[src/hw/rtl/pfc_pkg.sv]
package pfc_pkg;

  // Result buffer holds every result one item can cause
  localparam int unsigned MAX_RES   = 8;
  localparam int unsigned RES_IDX_W = $clog2(MAX_RES);
  localparam int unsigned RES_CNT_W = $clog2(MAX_RES + 1);

  localparam int unsigned QUEUE_DEPTH = 2;

  localparam int unsigned WIN_W  = 14;
  localparam int unsigned CORR_W = 17;
  localparam int unsigned CFG_IDX_W  = 3;
  localparam int unsigned CFG_DATA_W = CORR_W;

  localparam logic [WIN_W-1:0]  WINDOW_MAX         = WIN_W'(15000);
  localparam logic [WIN_W-1:0]  WINDOW_DEFAULT     = WIN_W'(5000);
  localparam logic [CORR_W-1:0] CORR_RESET_DEFAULT = CORR_W'(120000);

  // Configuration register indexes
  localparam logic [CFG_IDX_W-1:0] REG_NEG_FILTER_EN  = 3'd0;
  localparam logic [CFG_IDX_W-1:0] REG_POS_FILTER_EN  = 3'd1;
  localparam logic [CFG_IDX_W-1:0] REG_ABSENT_WINDOW  = 3'd2;
  localparam logic [CFG_IDX_W-1:0] REG_DISENG_WINDOW  = 3'd3;
  localparam logic [CFG_IDX_W-1:0] REG_ENGAGED_WINDOW = 3'd4;
  localparam logic [CFG_IDX_W-1:0] REG_CORR_RESET     = 3'd5;

  // Sensor presence codes, ordered by priority
  localparam logic [1:0] PR_INVALID = 2'd0;
  localparam logic [1:0] PR_ABSENT  = 2'd1;
  localparam logic [1:0] PR_DISENG  = 2'd2;
  localparam logic [1:0] PR_ENGAGED = 2'd3;

  // Platform presence codes
  localparam logic [2:0] PP_ENGAGED      = 3'd3;
  localparam logic [2:0] PP_FACE_ENGAGED = 3'd4;

  // Platform enrollment codes
  localparam logic [2:0] PE_INVALID        = 3'd0;
  localparam logic [2:0] PE_ABSENT         = 3'd1;
  localparam logic [2:0] PE_DISENG         = 3'd2;
  localparam logic [2:0] PE_DISENG_FACEID  = 3'd3;
  localparam logic [2:0] PE_ENGAGED        = 3'd4;
  localparam logic [2:0] PE_ENGAGED_FACEID = 3'd5;
  localparam logic [2:0] PE_FACE_ENGAGED   = 3'd6;

  // Stored enrollment codes that carry a face id
  localparam logic [2:0] ENR_DISENG_FACEID = 3'd3;
  localparam logic [2:0] ENR_ENG_FACEID    = 3'd5;

  localparam logic KIND_PRESENCE    = 1'b0;
  localparam logic KIND_CORRELATION = 1'b1;

  typedef enum logic [1:0] {
    OP_PRESENCE = 2'd0,
    OP_ENROLL   = 2'd1,
    OP_INTERACT = 2'd2,
    OP_TICK     = 2'd3
  } op_e;

  typedef struct packed {
    op_e        op;
    logic [2:0] val;
  } item_t;

  typedef struct packed {
    logic       kind;
    logic [2:0] pres;
    logic [2:0] enr;
    logic       corr;
  } res_t;

  typedef struct packed {
    logic                 en;
    logic [RES_CNT_W-1:0] n;
  } load_t;

endpackage

[src/hw/rtl/pfc_front.sv]
module pfc_front #(
  parameter int unsigned QDepth = pfc_pkg::QUEUE_DEPTH
) (
  input  logic          clk_i,
  input  logic          rst_ni,
  input  logic          in_valid_i,
  output logic          in_stall_o,
  input  logic [1:0]    action_i,
  input  logic [2:0]    report_value_i,
  output logic          item_valid_o,
  output pfc_pkg::item_t item_o,
  input  logic          item_take_i
);

  localparam int unsigned PtrW = (QDepth > 1) ? $clog2(QDepth) : 1;
  localparam int unsigned CntW = $clog2(QDepth + 1);

  pfc_pkg::item_t ent_q [QDepth];
  logic [PtrW-1:0] wr_q, wr_d, rd_q, rd_d;
  logic [CntW-1:0] cnt_q, cnt_d;
  pfc_pkg::item_t cls;
  logic keep, full, push;

  // Classify: decode the action, fold interaction to one bit
  always_comb begin
    keep = 1'b1;
    cls.val = report_value_i;
    case (action_i)
      pfc_pkg::OP_PRESENCE: begin
        cls.op = pfc_pkg::OP_PRESENCE;
        // drop presence codes above engaged, they change nothing
        keep = (report_value_i <= {1'b0, pfc_pkg::PR_ENGAGED});
      end
      pfc_pkg::OP_ENROLL: cls.op = pfc_pkg::OP_ENROLL;
      pfc_pkg::OP_INTERACT: begin
        cls.op = pfc_pkg::OP_INTERACT;
        cls.val = {2'b00, |report_value_i};
      end
      default: cls.op = pfc_pkg::OP_TICK;
    endcase
  end

  assign full = (cnt_q == CntW'(QDepth));
  assign in_stall_o = full;
  assign push = in_valid_i && !full && keep;
  assign item_valid_o = (cnt_q != '0);
  assign item_o = ent_q[rd_q];

  always_comb begin
    wr_d = wr_q;
    rd_d = rd_q;
    cnt_d = cnt_q;
    if (push) begin
      wr_d = (wr_q == PtrW'(QDepth - 1)) ? '0 : wr_q + PtrW'(1);
    end
    if (item_take_i) begin
      rd_d = (rd_q == PtrW'(QDepth - 1)) ? '0 : rd_q + PtrW'(1);
    end
    if (push && !item_take_i) begin
      cnt_d = cnt_q + CntW'(1);
    end else if (!push && item_take_i) begin
      cnt_d = cnt_q - CntW'(1);
    end
  end

  always_ff @(posedge clk_i or negedge rst_ni) begin
    if (!rst_ni) begin
      wr_q <= '0;
      rd_q <= '0;
      cnt_q <= '0;
    end else begin
      wr_q <= wr_d;
      rd_q <= rd_d;
      cnt_q <= cnt_d;
    end
  end

  always_ff @(posedge clk_i) begin
    if (push) begin
      ent_q[wr_q] <= cls;
    end
  end

endmodule

[src/hw/rtl/pfc_exec.sv]
module pfc_exec (
  input  logic                                      clk_i,
  input  logic                                      rst_ni,
  input  logic                                      item_valid_i,
  input  pfc_pkg::item_t                            item_i,
  output logic                                      item_take_o,
  input  logic                                      room_i,
  output pfc_pkg::load_t                            load_o,
  output pfc_pkg::res_t [pfc_pkg::MAX_RES-1:0]      res_o,
  input  logic                                      cfg_valid_i,
  input  logic [pfc_pkg::CFG_IDX_W-1:0]             cfg_index_i,
  input  logic [pfc_pkg::CFG_DATA_W-1:0]            cfg_data_i
);

  typedef struct packed {
    logic                        neg_en;
    logic                        pos_en;
    logic [pfc_pkg::WIN_W-1:0]   w_abs;
    logic [pfc_pkg::WIN_W-1:0]   w_dis;
    logic [pfc_pkg::WIN_W-1:0]   w_eng;
    logic [pfc_pkg::CORR_W-1:0]  corr_ms;
  } cfg_t;

  typedef struct packed {
    logic [1:0]                  committed;
    logic [1:0]                  pending;
    logic [1:0]                  queued;
    logic [2:0]                  enroll;
    logic                        inter;
    logic                        corr;
    logic [pfc_pkg::WIN_W-1:0]   filt_rem;
    logic                        filt_act;
    logic [pfc_pkg::CORR_W-1:0]  rst_rem;
    logic                        rst_act;
  } st_t;

  typedef struct packed {
    st_t                                   st;
    pfc_pkg::res_t [pfc_pkg::MAX_RES-1:0]  res;
    logic [pfc_pkg::RES_CNT_W-1:0]         n;
  } ctx_t;

  cfg_t cfg_q, cfg_d;
  st_t  st_q, st_d;
  ctx_t ctx;
  logic take;

  function automatic ctx_t emit(ctx_t c, logic kind, logic [2:0] p, logic [2:0] e,
                                logic corr);
    if (c.n < pfc_pkg::RES_CNT_W'(pfc_pkg::MAX_RES)) begin
      c.res[c.n[pfc_pkg::RES_IDX_W-1:0]] = '{kind: kind, pres: p, enr: e, corr: corr};
      c.n = c.n + pfc_pkg::RES_CNT_W'(1);
    end
    return c;
  endfunction

  function automatic ctx_t send_presence(ctx_t c, logic [1:0] s);
    logic [2:0] p;
    logic [2:0] e;
    e = pfc_pkg::PE_INVALID;
    if (s == pfc_pkg::PR_ENGAGED) begin
      p = pfc_pkg::PP_FACE_ENGAGED;
      e = (c.st.enroll == pfc_pkg::ENR_ENG_FACEID) ? pfc_pkg::PE_ENGAGED_FACEID
                                                   : pfc_pkg::PE_FACE_ENGAGED;
    end else if (s != pfc_pkg::PR_INVALID && c.st.inter) begin
      // interaction overrides to engaged
      p = pfc_pkg::PP_ENGAGED;
      e = (c.st.enroll == pfc_pkg::ENR_DISENG_FACEID) ? pfc_pkg::PE_ENGAGED_FACEID
                                                      : pfc_pkg::PE_ENGAGED;
    end else begin
      p = {1'b0, s};
      if (s == pfc_pkg::PR_ABSENT) begin
        e = pfc_pkg::PE_ABSENT;
      end else if (s == pfc_pkg::PR_DISENG) begin
        e = (c.st.enroll == pfc_pkg::ENR_DISENG_FACEID) ? pfc_pkg::PE_DISENG_FACEID
                                                        : pfc_pkg::PE_DISENG;
      end
    end
    return emit(c, pfc_pkg::KIND_PRESENCE, p, e, 1'b0);
  endfunction

  function automatic ctx_t send_correlation(ctx_t c);
    return emit(c, pfc_pkg::KIND_CORRELATION, 3'd0, 3'd0, c.st.corr);
  endfunction

  function automatic ctx_t eval_corr(ctx_t c, cfg_t cf, logic inter);
    logic corr;
    corr = 1'b1;
    if (c.st.committed == pfc_pkg::PR_ENGAGED) begin
      c.st.rst_act = 1'b0;
    end else if (inter) begin
      corr = 1'b0;
      c.st.rst_act = 1'b0;
      if (!c.st.inter) begin
        c.st.inter = 1'b1;
        c = send_presence(c, c.st.committed);
      end
    end else begin
      corr = c.st.corr;
      if (!c.st.corr && c.st.committed == pfc_pkg::PR_ABSENT) begin
        if (!c.st.rst_act) begin
          c.st.rst_rem = cf.corr_ms;
          c.st.rst_act = 1'b1;
        end
      end else if (c.st.committed == pfc_pkg::PR_DISENG) begin
        c.st.rst_act = 1'b0;
      end
      if (c.st.inter) begin
        c.st.inter = 1'b0;
        c = send_presence(c, c.st.committed);
      end
    end
    c.st.inter = inter;
    if (corr != c.st.corr) begin
      c.st.corr = corr;
      c = send_correlation(c);
    end
    return c;
  endfunction

  function automatic ctx_t send_events(ctx_t c, cfg_t cf);
    c = send_presence(c, c.st.committed);
    if (c.st.rst_act && c.st.committed != pfc_pkg::PR_ABSENT) begin
      c.st.rst_act = 1'b0;
    end
    return eval_corr(c, cf, c.st.inter);
  endfunction

  function automatic ctx_t stop_filter(ctx_t c);
    c.st.pending = pfc_pkg::PR_INVALID;
    c.st.queued = pfc_pkg::PR_INVALID;
    c.st.filt_act = 1'b0;
    return c;
  endfunction

  function automatic ctx_t commit(ctx_t c, cfg_t cf, logic [1:0] s);
    c.st.committed = s;
    c = stop_filter(c);
    return send_events(c, cf);
  endfunction

  function automatic ctx_t start_filter(ctx_t c, cfg_t cf, logic [1:0] s);
    logic [pfc_pkg::WIN_W-1:0] w;
    if (s == pfc_pkg::PR_ENGAGED) begin
      w = cf.w_eng;
    end else if (s == pfc_pkg::PR_DISENG) begin
      w = cf.w_dis;
    end else begin
      w = cf.w_abs;
    end
    if (w == '0) begin
      c = commit(c, cf, s);
    end else begin
      c.st.filt_rem = w;
      c.st.filt_act = 1'b1;
    end
    return c;
  endfunction

  function automatic ctx_t filter_report(ctx_t c, cfg_t cf, logic [1:0] s);
    if (!c.st.filt_act) begin
      c.st.pending = s;
      c = start_filter(c, cf, s);
    end else if (c.st.pending > s) begin
      c.st.queued = s;
    end else begin
      c.st.pending = s;
      c.st.queued = pfc_pkg::PR_INVALID;
    end
    return c;
  endfunction

  function automatic ctx_t sensor_report(ctx_t c, cfg_t cf, logic [1:0] s);
    if (s == c.st.committed) begin
      c = stop_filter(c);
    end else if (c.st.committed == pfc_pkg::PR_INVALID || s == pfc_pkg::PR_INVALID) begin
      c = commit(c, cf, s);
    end else if (s == c.st.pending) begin
      c.st.queued = pfc_pkg::PR_INVALID;
    end else if (cf.neg_en && s < c.st.committed) begin
      c = filter_report(c, cf, s);
    end else if (cf.pos_en && s > c.st.committed) begin
      c = filter_report(c, cf, s);
    end else begin
      c = commit(c, cf, s);
    end
    return c;
  endfunction

  function automatic ctx_t window_expired(ctx_t c, cfg_t cf);
    c.st.committed = c.st.pending;
    c = send_events(c, cf);
    if (c.st.queued != pfc_pkg::PR_INVALID) begin
      c.st.pending = c.st.queued;
      c.st.queued = pfc_pkg::PR_INVALID;
      c = start_filter(c, cf, c.st.pending);
    end else begin
      c.st.pending = pfc_pkg::PR_INVALID;
      c.st.filt_act = 1'b0;
    end
    return c;
  endfunction

  function automatic ctx_t tick(ctx_t c, cfg_t cf);
    // correlation countdown first, then the stability window
    if (c.st.rst_act) begin
      if (c.st.rst_rem <= pfc_pkg::CORR_W'(1)) begin
        c.st.rst_act = 1'b0;
        c.st.rst_rem = '0;
        c.st.corr = 1'b1;
        c = send_correlation(c);
        c = send_presence(c, c.st.committed);
      end else begin
        c.st.rst_rem = c.st.rst_rem - pfc_pkg::CORR_W'(1);
      end
    end
    if (c.st.filt_act) begin
      if (c.st.filt_rem <= pfc_pkg::WIN_W'(1)) begin
        c.st.filt_rem = '0;
        c = window_expired(c, cf);
      end else begin
        c.st.filt_rem = c.st.filt_rem - pfc_pkg::WIN_W'(1);
      end
    end
    return c;
  endfunction

  function automatic logic [pfc_pkg::WIN_W-1:0] sat_window(
      logic [pfc_pkg::CFG_DATA_W-1:0] v);
    logic [pfc_pkg::WIN_W-1:0] w;
    w = v[pfc_pkg::WIN_W-1:0];
    return (w > pfc_pkg::WINDOW_MAX) ? pfc_pkg::WINDOW_MAX : w;
  endfunction

  always_comb begin
    ctx.st = st_q;
    ctx.res = '0;
    ctx.n = '0;
    case (item_i.op)
      pfc_pkg::OP_PRESENCE: ctx = sensor_report(ctx, cfg_q, item_i.val[1:0]);
      pfc_pkg::OP_ENROLL:   ctx.st.enroll = item_i.val;
      pfc_pkg::OP_INTERACT: ctx = eval_corr(ctx, cfg_q, item_i.val[0]);
      pfc_pkg::OP_TICK:     ctx = tick(ctx, cfg_q);
      default: ;
    endcase
  end

  assign take = item_valid_i && room_i;
  assign item_take_o = take;
  assign load_o.en = take;
  assign load_o.n = ctx.n;
  assign res_o = ctx.res;
  assign st_d = take ? ctx.st : st_q;

  always_comb begin
    cfg_d = cfg_q;
    if (cfg_valid_i) begin
      case (cfg_index_i)
        pfc_pkg::REG_NEG_FILTER_EN:  cfg_d.neg_en = cfg_data_i[0];
        pfc_pkg::REG_POS_FILTER_EN:  cfg_d.pos_en = cfg_data_i[0];
        pfc_pkg::REG_ABSENT_WINDOW:  cfg_d.w_abs = sat_window(cfg_data_i);
        pfc_pkg::REG_DISENG_WINDOW:  cfg_d.w_dis = sat_window(cfg_data_i);
        pfc_pkg::REG_ENGAGED_WINDOW: cfg_d.w_eng = sat_window(cfg_data_i);
        pfc_pkg::REG_CORR_RESET:     cfg_d.corr_ms = cfg_data_i[pfc_pkg::CORR_W-1:0];
        default: ;
      endcase
    end
  end

  always_ff @(posedge clk_i or negedge rst_ni) begin
    if (!rst_ni) begin
      cfg_q.neg_en <= 1'b0;
      cfg_q.pos_en <= 1'b0;
      cfg_q.w_abs <= pfc_pkg::WINDOW_DEFAULT;
      cfg_q.w_dis <= pfc_pkg::WINDOW_DEFAULT;
      cfg_q.w_eng <= pfc_pkg::WINDOW_DEFAULT;
      cfg_q.corr_ms <= pfc_pkg::CORR_RESET_DEFAULT;
      st_q.committed <= pfc_pkg::PR_INVALID;
      st_q.pending <= pfc_pkg::PR_INVALID;
      st_q.queued <= pfc_pkg::PR_INVALID;
      st_q.enroll <= 3'd0;
      st_q.inter <= 1'b0;
      st_q.corr <= 1'b1;
      st_q.filt_rem <= '0;
      st_q.filt_act <= 1'b0;
      st_q.rst_rem <= '0;
      st_q.rst_act <= 1'b0;
    end else begin
      cfg_q <= cfg_d;
      st_q <= st_d;
    end
  end

endmodule

[src/hw/rtl/pfc_outbuf.sv]
module pfc_outbuf (
  input  logic                                 clk_i,
  input  logic                                 rst_ni,
  input  pfc_pkg::load_t                       load_i,
  input  pfc_pkg::res_t [pfc_pkg::MAX_RES-1:0] res_i,
  output logic                                 room_o,
  output logic                                 out_valid_o,
  input  logic                                 out_stall_i,
  output logic                                 event_kind_o,
  output logic [2:0]                           platform_presence_o,
  output logic [2:0]                           platform_enrollment_o,
  output logic                                 correlation_positive_o,
  output logic                                 last_result_o
);

  pfc_pkg::res_t [pfc_pkg::MAX_RES-1:0] res_q;
  logic [pfc_pkg::RES_CNT_W-1:0] rem_q, rem_d;
  logic [pfc_pkg::RES_IDX_W-1:0] rd_q, rd_d;
  pfc_pkg::res_t cur;
  logic take;

  assign cur = res_q[rd_q];
  assign out_valid_o = (rem_q != '0);
  assign take = out_valid_o && !out_stall_i;
  // accept a new batch once the last pending result leaves
  assign room_o = (rem_q == '0) || (rem_q == pfc_pkg::RES_CNT_W'(1) && take);

  assign event_kind_o = cur.kind;
  assign platform_presence_o = cur.pres;
  assign platform_enrollment_o = cur.enr;
  assign correlation_positive_o = cur.corr;
  assign last_result_o = (rem_q == pfc_pkg::RES_CNT_W'(1));

  always_comb begin
    rem_d = rem_q;
    rd_d = rd_q;
    if (load_i.en) begin
      rem_d = load_i.n;
      rd_d = '0;
    end else if (take) begin
      rem_d = rem_q - pfc_pkg::RES_CNT_W'(1);
      rd_d = rd_q + pfc_pkg::RES_IDX_W'(1);
    end
  end

  always_ff @(posedge clk_i or negedge rst_ni) begin
    if (!rst_ni) begin
      rem_q <= '0;
      rd_q <= '0;
    end else begin
      rem_q <= rem_d;
      rd_q <= rd_d;
    end
  end

  always_ff @(posedge clk_i) begin
    if (load_i.en) begin
      res_q <= res_i;
    end
  end

endmodule

[src/hw/rtl/presence_filter_correlator.sv]
// Channel  Direction  Handshake                 Payload
// in       input      in_valid_i / in_stall_o   action_i, report_value_i
// out      output     out_valid_o / out_stall_i event_kind_o, platform_presence_o,
//                                               platform_enrollment_o,
//                                               correlation_positive_o, last_result_o
// cfg      input      cfg_valid_i / cfg_ready_o cfg_index_i, cfg_data_i
//
// An accepted transaction waits in a QueueDepth-entry queue, then executes at
// once, writing all of its results (up to eight) into the result buffer.
// Results leave one per cycle while out_stall_i is low; the executer takes the
// next item only once the result buffer is empty or its last result leaves.
// The first result is offered after the item passes the queue, then the result buffer.
// Reset is asynchronous, active low, and takes effect at once; no clearing pass.
module presence_filter_correlator #(
  parameter int unsigned QueueDepth = pfc_pkg::QUEUE_DEPTH
) (
  input  logic                              clk_i,
  input  logic                              rst_ni,
  input  logic                              in_valid_i,
  output logic                              in_stall_o,
  input  logic [1:0]                        action_i,
  input  logic [2:0]                        report_value_i,
  output logic                              out_valid_o,
  input  logic                              out_stall_i,
  output logic                              event_kind_o,
  output logic [2:0]                        platform_presence_o,
  output logic [2:0]                        platform_enrollment_o,
  output logic                              correlation_positive_o,
  output logic                              last_result_o,
  input  logic                              cfg_valid_i,
  output logic                              cfg_ready_o,
  input  logic [pfc_pkg::CFG_IDX_W-1:0]     cfg_index_i,
  input  logic [pfc_pkg::CFG_DATA_W-1:0]    cfg_data_i
);

  logic item_valid, item_take, room;
  pfc_pkg::item_t item;
  pfc_pkg::load_t load;
  pfc_pkg::res_t [pfc_pkg::MAX_RES-1:0] res;

  assign cfg_ready_o = 1'b1;

  pfc_front #(
    .QDepth(QueueDepth)
  ) u_front (
    .clk_i         (clk_i),
    .rst_ni        (rst_ni),
    .in_valid_i    (in_valid_i),
    .in_stall_o    (in_stall_o),
    .action_i      (action_i),
    .report_value_i(report_value_i),
    .item_valid_o  (item_valid),
    .item_o        (item),
    .item_take_i   (item_take)
  );

  pfc_exec u_exec (
    .clk_i       (clk_i),
    .rst_ni      (rst_ni),
    .item_valid_i(item_valid),
    .item_i      (item),
    .item_take_o (item_take),
    .room_i      (room),
    .load_o      (load),
    .res_o       (res),
    .cfg_valid_i (cfg_valid_i),
    .cfg_index_i (cfg_index_i),
    .cfg_data_i  (cfg_data_i)
  );

  pfc_outbuf u_outbuf (
    .clk_i                 (clk_i),
    .rst_ni                (rst_ni),
    .load_i                (load),
    .res_i                 (res),
    .room_o                (room),
    .out_valid_o           (out_valid_o),
    .out_stall_i           (out_stall_i),
    .event_kind_o          (event_kind_o),
    .platform_presence_o   (platform_presence_o),
    .platform_enrollment_o (platform_enrollment_o),
    .correlation_positive_o(correlation_positive_o),
    .last_result_o         (last_result_o)
  );

endmodule

[config.mk]
export PLATFORM = sky130hd
export DESIGN_NAME = presence_filter_correlator
export DESIGN_NICKNAME = d
export VERILOG_FILES = /design/src/hw/rtl/pfc_pkg.sv /design/src/hw/rtl/pfc_front.sv /design/src/hw/rtl/pfc_exec.sv /design/src/hw/rtl/pfc_outbuf.sv /design/src/hw/rtl/presence_filter_correlator.sv
export SDC_FILE = /design/constraint.sdc
export NUM_CORES = 1
export LEC_CHECK = 0
export BUFFER_PORTS_ARGS = -buffer_cell sky130_fd_sc_hd__clkbuf_2
export CAP_MARGIN = 20
export CORE_ASPECT_RATIO = 0.7
export CORE_MARGIN = 2
export CORE_UTILIZATION = 39
export DETAILED_ROUTE_END_ITERATION = 12
export PLACE_DENSITY = 0.65
export RECOVER_POWER = 25
export REMOVE_ABC_BUFFERS = 1
export SLEW_MARGIN = 20
export SYNTH_ARGS = -nofsm -noshare
export SYNTH_HDL_FRONTEND = slang
export SYNTH_SLANG_ARGS = --single-unit
[constraint.sdc]
create_clock -name clk_i -period 10.11 [get_ports clk_i]
set_input_delay 2.022 -clock clk_i [delete_from_list [all_inputs] [get_ports clk_i]]
set_output_delay 2.022 -clock clk_i [all_outputs]
set_load 0.01 [all_outputs]
Word level (Yosys, flattened, before mapping) --
Memories as Yosys holds them, arrays and structs flattened. Index checks and enable logic that the tools add are counted. W data, S select, Z words.
Storage, ports and cells: bits in registers 180, memory bits (writable) 10, logic and storage cells 657, memories 1
Memory list:
- u_front.ent_q | depth 2, bits a word 5, read ports 1, clocked after Yosys merged registers in 0, wr ports 1, line pfc_front.sv:18 | pfc_pkg::item_t ent_q [QDepth];
Operators by class: add/subtract/negate cells 18, magnitude comparators 38, eq/ne operators 51, mux-type cells 424, bitwise logic cells 1, reduce and logical (&&, ||, !) cells 71
Operators by type and width (number):
- $mux W68 | 55
- $mux W112 | 29
- $mux W43 | 33
- $mux W102 | 8
- $mux W103 | 7
- $bwmux W64 | 10
- $mux W86 | 4
- $mux W106 | 3
- $pmux W103 S3 | 1
- $mux W14 | 22
- $demux W8 S3 | 10
- $mux W34 | 7
- $mux W18 | 13
- $mux W3 | 46
- $mux W17 | 8
- $mux W1 | 109
- $mux W12 | 9
- $mux W8 | 11
- $mux W87 | 1
- $mux W69 | 1
- $mux W15 | 3
- $lt A3 B4 Y1 const B | 11
- $mux W11 | 4
- $logic_not A14 Y1 | 3
- other kinds (59) | 195

Longest topological paths before layout --
Gate-level depths: netlist of the first run.
depth after elaboration 86, depth in mapped cells 15, depth with buffers taken out 15

Hierarchy --
A second synthesis of the first run with hierarchy kept.
Unflattened totals: cell total of the unflattened synthesis 1256, area, all modules 12100.4 um^2
By module, submodules not included:
- pfc_exec | instances 1, cells an instance 1072, area each 8568.2 um^2
- pfc_outbuf | instances 1, cells an instance 139, area each 2894.0 um^2
- pfc_front | instances 1, cells an instance 43, area each 626.9 um^2
- presence_filter_correlator | instances 1, cells an instance 2, area each 11.3 um^2

Worst setup path after synthesis of the first run --
Ideal clock, no wire load.
kind input -> register, from in out_stall_i, to reg u_exec.st_q[35] (netlist name), setup time 0.077 ns, arrival 5.165 ns, data required time 10.033 ns, setup slack 4.867 ns, cell stages on the path 7, buffers on the path 1, path through nor2b_1 -> o221ai_1 -> inv_1 -> buf_1 -> o2111a_1 -> nor2_1 -> a21oi_1
Between the ends: word-level cells in the longest chain between the ends 6
Ends and longest elaborated chain:
- start: declaration | line presence_filter_correlator.sv:24 | input logic out_stall_i,
- $logic_not A1 Y1 | line pfc_outbuf.sv:24 | assign take = out_valid_o && !out_stall_i;
- $logic_and A1 B1 Y1 | line pfc_outbuf.sv:24
- $logic_and A1 B1 Y1 | line pfc_outbuf.sv:26 | assign room_o = (rem_q == '0) || (rem_q == pfc_pkg::RES_CNT_W'(1) && take);
- $logic_or A1 B1 Y1 | line pfc_outbuf.sv:26
- $logic_and A1 B1 Y1 | line pfc_exec.sv:248 | assign take = item_valid_i && room_i;
- net item_take | line presence_filter_correlator.sv:36 | logic item_valid, item_take, room;
- $reduce_and A7 Y1 (no line)
- end signal: assignment | line pfc_exec.sv:290 | st_q <= st_d;
- end: declaration | line pfc_exec.sv:44 | st_t st_q, st_d;
The timed path passes the listed nets, and every way through them passes these cells. A chain may end at the register's enable or synchronous reset.

Final worst setup path of the first run --
from reg u_exec.st_q[6] (netlist name), to reg u_outbuf.rem_q[2] (netlist name)
Between the ends: word-level cells in the longest chain between the ends 45, elaborated cells on any way between the ends 74, those cells by class add/sub (4); order compare (5); eq/ne (2); mux (63)
Ends and longest elaborated chain:
- $le A17 B1 Y1 * | line pfc_exec.sv:207 | if (c.st.rst_rem <= pfc_pkg::CORR_W'(1)) begin
- $mux W69 | line pfc_exec.sv:207
- $mux W102 * | line pfc_exec.sv:206 | if (c.st.rst_act) begin
- $mux W112 * | line pfc_exec.sv:239 | case (item_i.op)
- $add A4 B1 Y4 / $lt A4 B4 Y1 (equally long branches) | line pfc_exec.sv:52, pfc_exec.sv:50
- $mux W68 | line pfc_exec.sv:50 | if (c.n < pfc_pkg::RES_CNT_W'(pfc_pkg::MAX_RES)) begin
- $mux W103 | line pfc_exec.sv:91 | end else if (inter) begin
- $mux W68 | line pfc_exec.sv:89 | if (c.st.committed == pfc_pkg::PR_ENGAGED) begin
- [29 not listed]
- $mux W112 | line pfc_exec.sv:217 | if (c.st.filt_act) begin
- $mux W112 | line pfc_exec.sv:239
- $mux W86 | line pfc_exec.sv:151 | if (w == '0) begin
- $mux W86 | line pfc_exec.sv:193 | if (c.st.queued != pfc_pkg::PR_INVALID) begin
- $mux W87 | line pfc_exec.sv:218 | if (c.st.filt_rem <= pfc_pkg::WIN_W'(1)) begin
- $mux W112 * | line pfc_exec.sv:217
- $pmux W103 S3 * | line pfc_exec.sv:239
- $mux W4 * | line pfc_outbuf.sv:37 | if (load_i.en) begin
- end signal: assignment | line pfc_outbuf.sv:51 | rem_q <= rem_d;
- end: declaration | line pfc_outbuf.sv:17 | logic [pfc_pkg::RES_CNT_W-1:0] rem_q, rem_d;
Mark *: on every way between the ends. The rest lies on a longest branch, timed or not. The select of a mux whose other input is x is not followed.

==> impl_metrics.yaml, run 1 <==
sta:
  worst_hold_slack_ns: 0.4997
  setup_viol: 0
  finalCriticalPeriod_ns: 4.859
  tightestPinTransition_ns: 2.208
  report.final.hold_viol_count: 0
  ratio_of_final_minimum_period_to_clock_period_pct: 48.07
  final.setup_skew_ns: 0.01458
  max_freq_mhz: 205.8
  maxSlewHeadroom_pct: -47.20
  final.setup.tns_ns: 0
  setup_repair_after_global_routing_missed_its_margin: "no"
  timing_max_transition_violations_final: 41
layout:
  area_of_combinational_cells_with_multiple_inputs_um2: 6015
  fillCellCount: 2797
  final-instance-count-excl-fill: 1603
  register_area_um2: 5154
  fin_nets: 1270
  post_route_cells_drive_above_1_share_pct: 15.27
  n_antenna_cell: 0
  post-route-util_pct: 43.46
  synthToLayoutAreaGrowth_pct: 9.032
synthesis:
  synth.ff_latch_count: 190
  asyncSetResetFlopFracSynth_pct: 61.05
  synth-edff-count: 74
  synth-main-ff-cell: "sky130_fd_sc_hd__dfrtp_1"
  seq_area_frac_synth_pct: 44.56
  synth.top_cells.by_area: "sky130_fd_sc_hd__dfrtp_1 (20%), sky130_fd_sc_hd__edfxtp_1 (19%), sky130_fd_sc_hd__dfstp_2 (5.2%), sky130_fd_sc_hd__nand2_1 (4.8%), sky130_fd_sc_hd__nor2_1 (4.6%)"
  synth_cells: 1205
  syn_area_per_cell_um2: 9.598
  count_of_cell_types_in_the_netlist: 92
  post-synth-top-area-fraction_pct: 20.12
  synthesis.yosys.warnings: 0
  syn_area_um2: 11570
  yosysTopAreaCell: "sky130_fd_sc_hd__dfrtp_1"
critical_path:
  crit_chain: "nor4_1, and4_1, and3_1, nor2_1, o21ai_0, ha_1, inv_1, ha_1, nor2_1, a21oi_1, a2111oi_2, o22ai_1, nor3_1"
  cp-endpoint: "u_outbuf.rem_q[2]$_DFFE_PN0P_"
  timing.reg2reg.setup_slack_ns: 5.25
  ff2ff_path_depth: 13
  worstPathRequired_ns: 10.48
  timing.critical_path.slowest_stage_cell: "sky130_fd_sc_hd__a2111oi_2"
  worstPathArrival_ns: 5.23
  worst_path_largest_cell_delay_ns: 0.73
  cp.depth: 13
  setup.worst_path.end_class: "register"
  worst-path-max-fanout: 16
  critical-path-top-delay-family: "simple AND/OR/NAND/NOR gates"
  worstPathBufferInverterCount: 1
  setup.worst_path.start: "u_exec.st_q[6]$_DFFE_PN0P_"
  crit-reg2reg-launch: "u_exec.st_q[6]$_DFFE_PN0P_"
  startpoint_type: "register"
  critical_path.reg2reg.endpoint: "u_outbuf.rem_q[2]$_DFFE_PN0P_"
  worstSetupPathType: "reg -> reg"
clock_tree:
  root_buffer: "sky130_fd_sc_hd__clkbuf_16"
  clock_sinks: 190
  cts.hold.buffers_added: 0
  clkLatencyLatePin_ns: 0.46
  clock_path_buffers: 2
  clock_tree.htree_level_count: 4
  cts_setup_buffers: 0
  tritoncts: "yes"
  cts.reportedPaths.clkPinSlew_ns: 0.08
  post_cts_resized: 0
  cts-buffers-inserted: 17
die:
  die_y_um: 148.1
  floorplan.core_area_um2: 29020
  die_x_um: 209.8
  top_level_ports: 42
  dieArea_um2: 31070
  initial_core_util_pct: 39.86
  std_cell_rows: 52
place:
  gp_routability_congestion: 0.9495
  i_o_buffers: 40
  detailed_place_hpwl_um: 23020
  place_inst: 1571
power:
  cellLeakagePower_uw: 0.004956
  netSwitchingFraction_pct: 45.50
  net-switching-power_uw: 1808
  seq_power_share_pct: 32.9
  power_density_nw_per_um2: 315.1
  vdd_ir_drop_max_mv: 0.1709
  intPower_uw: 2166
  power.share.clock_pct: 17.3
  pwr-share-comb_pct: 49.8
global_routing:
  vias_in_the_first_global_route: 8846
  grt_max_degree: 78
  globalRoute.totalOverflow: 0
  grt_first_pass_wirelength_um: 51020
  antenna_found_initial: 0
  grt.total_usage_pct: 21.27
detailed_routing:
  ant_nets: 0
  drt_wl_total_um: 32130
  drt_pass1_iterations: 5
  detail_route.iter0.violations: 1145
  drcViolationCount: 0
  routed_via_density: 5.962
  vias: 9557
  routed_wire_length_per_instance_um: 20.04
worst_hold_path:
  worst_hold_path_depth: 2
  hold_path_class: "reg -> reg"
  hold_path.startpoint: "u_exec.cfg_q[48]$_DFFE_PN1P_"
run_status:
  run_status: "finished with violations"
  violations: "max-capacitance violations, max-slew violations"
run:
  max_cap_viol_count: 1
-- cell families (layout without fill, tap and decap cells) --
family	count (synthesis)	in the layout	share of synthesized area (%)
DFF	190	190	44.56
muxes	98	98	10.90
buffers and inverters	94	111	3.537
xor gates and xnor gates	21	21	1.590
adders and majority gates	28	28	3.029
AOI/OAI and AO/OA	277	277	15.88
and+or+nand+nor	495	495	20.43
other	2	5	0.06493
-- layer usage --
| metal | vias to the layer above | track usage, % | wire length, um | share of wire, % |
|---|---|---|---|---|
| li1 | 4434 | - | - | - |
| met1 | 4647 | 33.43 | 15880 | 49 |
| met2 | 443 | 27.59 | 12490 | 39 |
| met3 | 33 | 6.862 | 3377 | 11 |
| met4 | 0 | 5.142 | 378 | 1.2 |
| met5 | - | 0 | 0 | 0 |
-- how the worst min path moves through the flow --
stage / end / slack (ns)
after global placement: u_front.wr_q$_DFFE_PN0P_ / 0.47
final: u_exec.cfg_q[48]$_DFFE_PN1P_ / 0.50
after CTS: u_exec.cfg_q[48]$_DFFE_PN1P_ / 0.50
after global routing: u_exec.cfg_q[34]$_DFFE_PN1P_ / 0.51
after floorplan: u_front.wr_q$_DFFE_PN0P_ / 0.46
after detailed placement: u_exec.st_q[12]$_DFFE_PN0P_ / 0.49
-- final cells by class --
cell class | count | share of cell area, %
Tap cell | 378 | 3.750
Clock buffer | 19 | 3.592
Sequential cell | 190 | 40.87
Multi-Input combinational cell | 924 | 47.69
Clock inverter | 13 | 1.121
Timing Repair Buffer | 51 | 2.143
Inverter | 28 | 0.8334
-- power by group through the flow --
stage,clock network [uW],logic [uW],registers (uW)
after floorplan,0,1400,1250
after global placement,0,1910,1300
after detailed placement,0,1930,1310
after CTS,702,1940,1300
after global routing,737,2180,1340
final,689,1980,1310
-- metrics by stage --
stage	total power, uW	instance area, um^2	setup WS (ns)
final	3973	12610	5.251
after global routing	4251	12610	4.826
after CTS	3943	12630	5.318
after detailed placement	3240	12030	5.066
after global placement	3215	12030	5.212
after floorplan	2658	11270	4.655
-- synthesized netlist by cell type (all sizes together) (9+ instances only) --
library cell,number
a21oi,72
and3,16
nor2,143
buf,26
mux4,16
nand3,50
nor3,33
and2,15
or3,10
clkbuf,40
edfxtp,74
mux2i,31
inv,27
dfrtp,93
nor4,16
o211ai,25
o21ai,77
nand4,14
or2,9
dfstp,23
a221o,17
xor2,14
nand2,147
nor2b,18
mux2,51
ha,28
-- worst min-delay path, cell delays in order (launching register included) --
cell	delay, ns
sky130_fd_sc_hd__dfstp_2	0.38
sky130_fd_sc_hd__nand2_1	0.05
sky130_fd_sc_hd__o21ai_0	0.06
-- sequential cells by signal (all words and copies together), names as in the netlist --
name	count
u_exec.cfg_q	61
u_exec.st_q	44
u_front.cnt_q	2
u_front.ent_q	10
u_front.rd_q	1
u_front.wr_q	1
u_outbuf.rd_q	3
u_outbuf.rem_q	4
u_outbuf.res_q	64
-- layout by cell type, fill, tap and decap left out, types with 17 or more instances in the layout --
cell and n:
sky130_fd_sc_hd__a21oi_1 71, sky130_fd_sc_hd__a221o_1 17, sky130_fd_sc_hd__clkbuf_16 17, sky130_fd_sc_hd__clkbuf_2 33
sky130_fd_sc_hd__dfrtp_1 93, sky130_fd_sc_hd__dfstp_2 23, sky130_fd_sc_hd__edfxtp_1 74, sky130_fd_sc_hd__ha_1 28
sky130_fd_sc_hd__inv_1 26, sky130_fd_sc_hd__mux2_2 41, sky130_fd_sc_hd__mux2i_1 29, sky130_fd_sc_hd__nand2_1 147
sky130_fd_sc_hd__nand3_1 49, sky130_fd_sc_hd__nor2_1 143, sky130_fd_sc_hd__nor2b_1 18, sky130_fd_sc_hd__nor3_1 33
sky130_fd_sc_hd__o211ai_1 25, sky130_fd_sc_hd__o21ai_0 73
No activity file was read; power rests on OpenSTA's default activity.
==> inputs of run 2 (changes only) <==
Settings changed: PLACE_DENSITY 0.65 to 0.67.
Clock period 10.11 ns to 4.3 ns, I/O delays scaled along.
==> impl_metrics.yaml, run 2 (synthesis results as in run 1) <==
layout:
  final-instance-count-excl-fill: 1620
  layout_commonest_cell: "sky130_fd_sc_hd__nand2_1"
  number_of_flip_flops_in_the_largest_register: 64
  synthToLayoutAreaGrowth_pct: 10.29
  top_regs: "u_outbuf.res_q x64, u_exec.cfg_q x61, u_exec.st_q x44"
  fillCellCount: 2734
  fin_nets: 1287
  commonest_cells_after_routing_fill_and_taps_aside: "sky130_fd_sc_hd__nand2_1 (147), sky130_fd_sc_hd__nor2_1 (143), sky130_fd_sc_hd__dfrtp_1 (93)"
  post_route_cells_drive_above_1_share_pct: 16.75
  largest_register: "u_outbuf.res_q"
  n_antenna_cell: 0
power:
  power_density_nw_per_um2: 755.8
  cellLeakagePower_uw: 0.005042
  vdd_ir_drop_max_mv: 0.4079
die:
  top_level_ports: 42
  die_x_um: 209.8
  dieArea_um2: 31070
  std_cell_rows: 52
  die_y_um: 148.1
  floorplan.core_area_um2: 29020
  initial_core_util_pct: 39.86
detailed_routing:
  drt_pass1_iterations: 5
  ant_nets: 0
  vias: 9813
  routed_wire_length_per_instance_um: 21.09
  drt_wl_total_um: 34160
  detail_route.iter0.violations: 1232
  drcViolationCount: 0
  routed_via_density: 6.057
place:
  gp_routability_congestion: 0.9632
  i_o_buffers: 40
  place_inst: 1588
  detailed_place_hpwl_um: 24670
sta:
  ratio_of_final_minimum_period_to_clock_period_pct: 91.68
  tightestPinTransition_ns: 2.729
  finalCriticalPeriod_ns: 3.942
  timing_max_transition_violations_final: 51
  final.setup.tns_ns: 0
  worst_hold_slack_ns: 0.4943
  max_freq_mhz: 253.7
  setup_viol: 0
  maxSlewHeadroom_pct: -81.97
  setup_repair_after_global_routing_missed_its_margin: "no"
  report.final.hold_viol_count: 0
  final.setup_skew_ns: 0.01634
clock_tree:
  cts.reportedPaths.clkPinSlew_ns: 0.08
  clock_tree.htree_level_count: 4
  cts_setup_buffers: 0
  clock_sinks: 190
  root_buffer: "sky130_fd_sc_hd__clkbuf_16"
  cts-buffers-inserted: 17
  cts.hold.buffers_added: 0
  tritoncts: "yes"
  post_cts_resized: 0
  clock_path_buffers: 2
  clkLatencyLatePin_ns: 0.46
global_routing:
  globalRoute.totalOverflow: 0
  vias_in_the_first_global_route: 9192
  antenna_found_initial: 0
  grt.total_usage_pct: 22.74
  grt_max_degree: 71
  grt_first_pass_wirelength_um: 54660
critical_path:
  ff2ff_path_depth: 11
  worst-path-max-fanout: 18
  timing.reg2reg.setup_slack_ns: 0.36
  startpoint_type: "register"
  critical_path.reg2reg.endpoint: "u_exec.st_q[29]$_DFFE_PN0P_"
  worstSetupPathType: "reg -> reg"
  worstPathArrival_ns: 4.30
  worstPathRequired_ns: 4.66
  crit-reg2reg-launch: "u_front.rd_q$_DFFE_PN0P_"
  setup.worst_path.end_class: "register"
run:
  max_cap_viol_count: 1
run_status:
  run_status: "finished with violations"
  violations: "max-capacitance violations, max-slew violations"
worst_hold_path:
  worst_hold_path_depth: 1
  hold_path_end: "u_front.wr_q$_DFFE_PN0P_"
  hold_path_class: "reg -> reg"
  hold_path.startpoint: "u_front.wr_q$_DFFE_PN0P_"
[run 2: where the power goes]
part           leakage (uW)  switching (uW)  total, uW  internal [uW]
logic               0.00263            3100       4940           1840
clock network      0.000287             815       1650            834
registers           0.00213             538       3050           2510
[run 2: cell type report]
| type | count | area (um^2) | share of cell area, % |
|---|---|---|---|
| clock buffers | 17 | 425.4 | 3.335 |
| clock inverters | 15 | 175.2 | 1.373 |
| inverters | 28 | 105.1 | 0.8239 |
| multi-input cells | 924 | 6027 | 47.25 |
| flip-flops and latches | 190 | 5154 | 40.40 |
| well taps | 378 | 473.0 | 3.708 |
| repair buffers | 68 | 396.6 | 3.109 |
[run 2: per-stage QoR]
step / total power, uW / util, % / instance area (um^2) / setup slack, ns
3_5_place_dp: 7858 / 41.90 / 12160 / 0.3588
2_1_floorplan: 6249 / - / 11270 / 0.006510
6_report: 9641 / 43.96 / 12760 / 0.3578
4_1_cts: 9543 / 43.97 / 12760 / 0.3111
5_1_grt: 10320 / 43.96 / 12760 / 0.09162
3_3_place_gp: 7813 / 41.90 / 12160 / 0.4427
[run 2: routing by layer]
metal	GRT usage (%)	share of wire [%]	vias up
met5	0	0	-
met4	5.532	1.3	0
met3	6.862	11	36
met2	30.15	40	494
met1	35.51	48	4816
li1	-	-	4467
[run 2: critical path, stage by stage (launching register included)]
cell and delay (ns):
sky130_fd_sc_hd__dfrtp_1 0.74, sky130_fd_sc_hd__mux2i_2 0.31, sky130_fd_sc_hd__inv_1 0.11, sky130_fd_sc_hd__ha_1 0.26, sky130_fd_sc_hd__mux2i_1 0.12, sky130_fd_sc_hd__or2_2 0.29
sky130_fd_sc_hd__a31oi_2 0.22, sky130_fd_sc_hd__nand3_1 0.18, sky130_fd_sc_hd__or3_1 0.36, sky130_fd_sc_hd__o21ai_1 0.86, sky130_fd_sc_hd__o21ai_0 0.25, sky130_fd_sc_hd__o211ai_1 0.15
[run 2: worst max-delay path by stage]
| stage | start | endpoint | slack (ns) | cells after the start |
|---|---|---|---|---|
| after floorplan | out_stall_i | u_exec.st_q[30]$_DFFE_PN0P_ | 0.007 | 8 |
| after global placement | u_exec.st_q[6]$_DFFE_PN0P_ | u_outbuf.res_q[26]$_DFFE_PP_ | 0.44 | 12 |
| after detailed placement | u_exec.st_q[6]$_DFFE_PN0P_ | u_outbuf.res_q[26]$_DFFE_PP_ | 0.36 | 12 |
| after CTS | u_exec.st_q[6]$_DFFE_PN0P_ | u_outbuf.res_q[26]$_DFFE_PP_ | 0.31 | 12 |
| after global routing | u_exec.st_q[13]$_DFFE_PN0P_ | u_outbuf.res_q[26]$_DFFE_PP_ | 0.09 | 12 |
| final | u_front.rd_q$_DFFE_PN0P_ | u_exec.st_q[29]$_DFFE_PN0P_ | 0.36 | 11 |
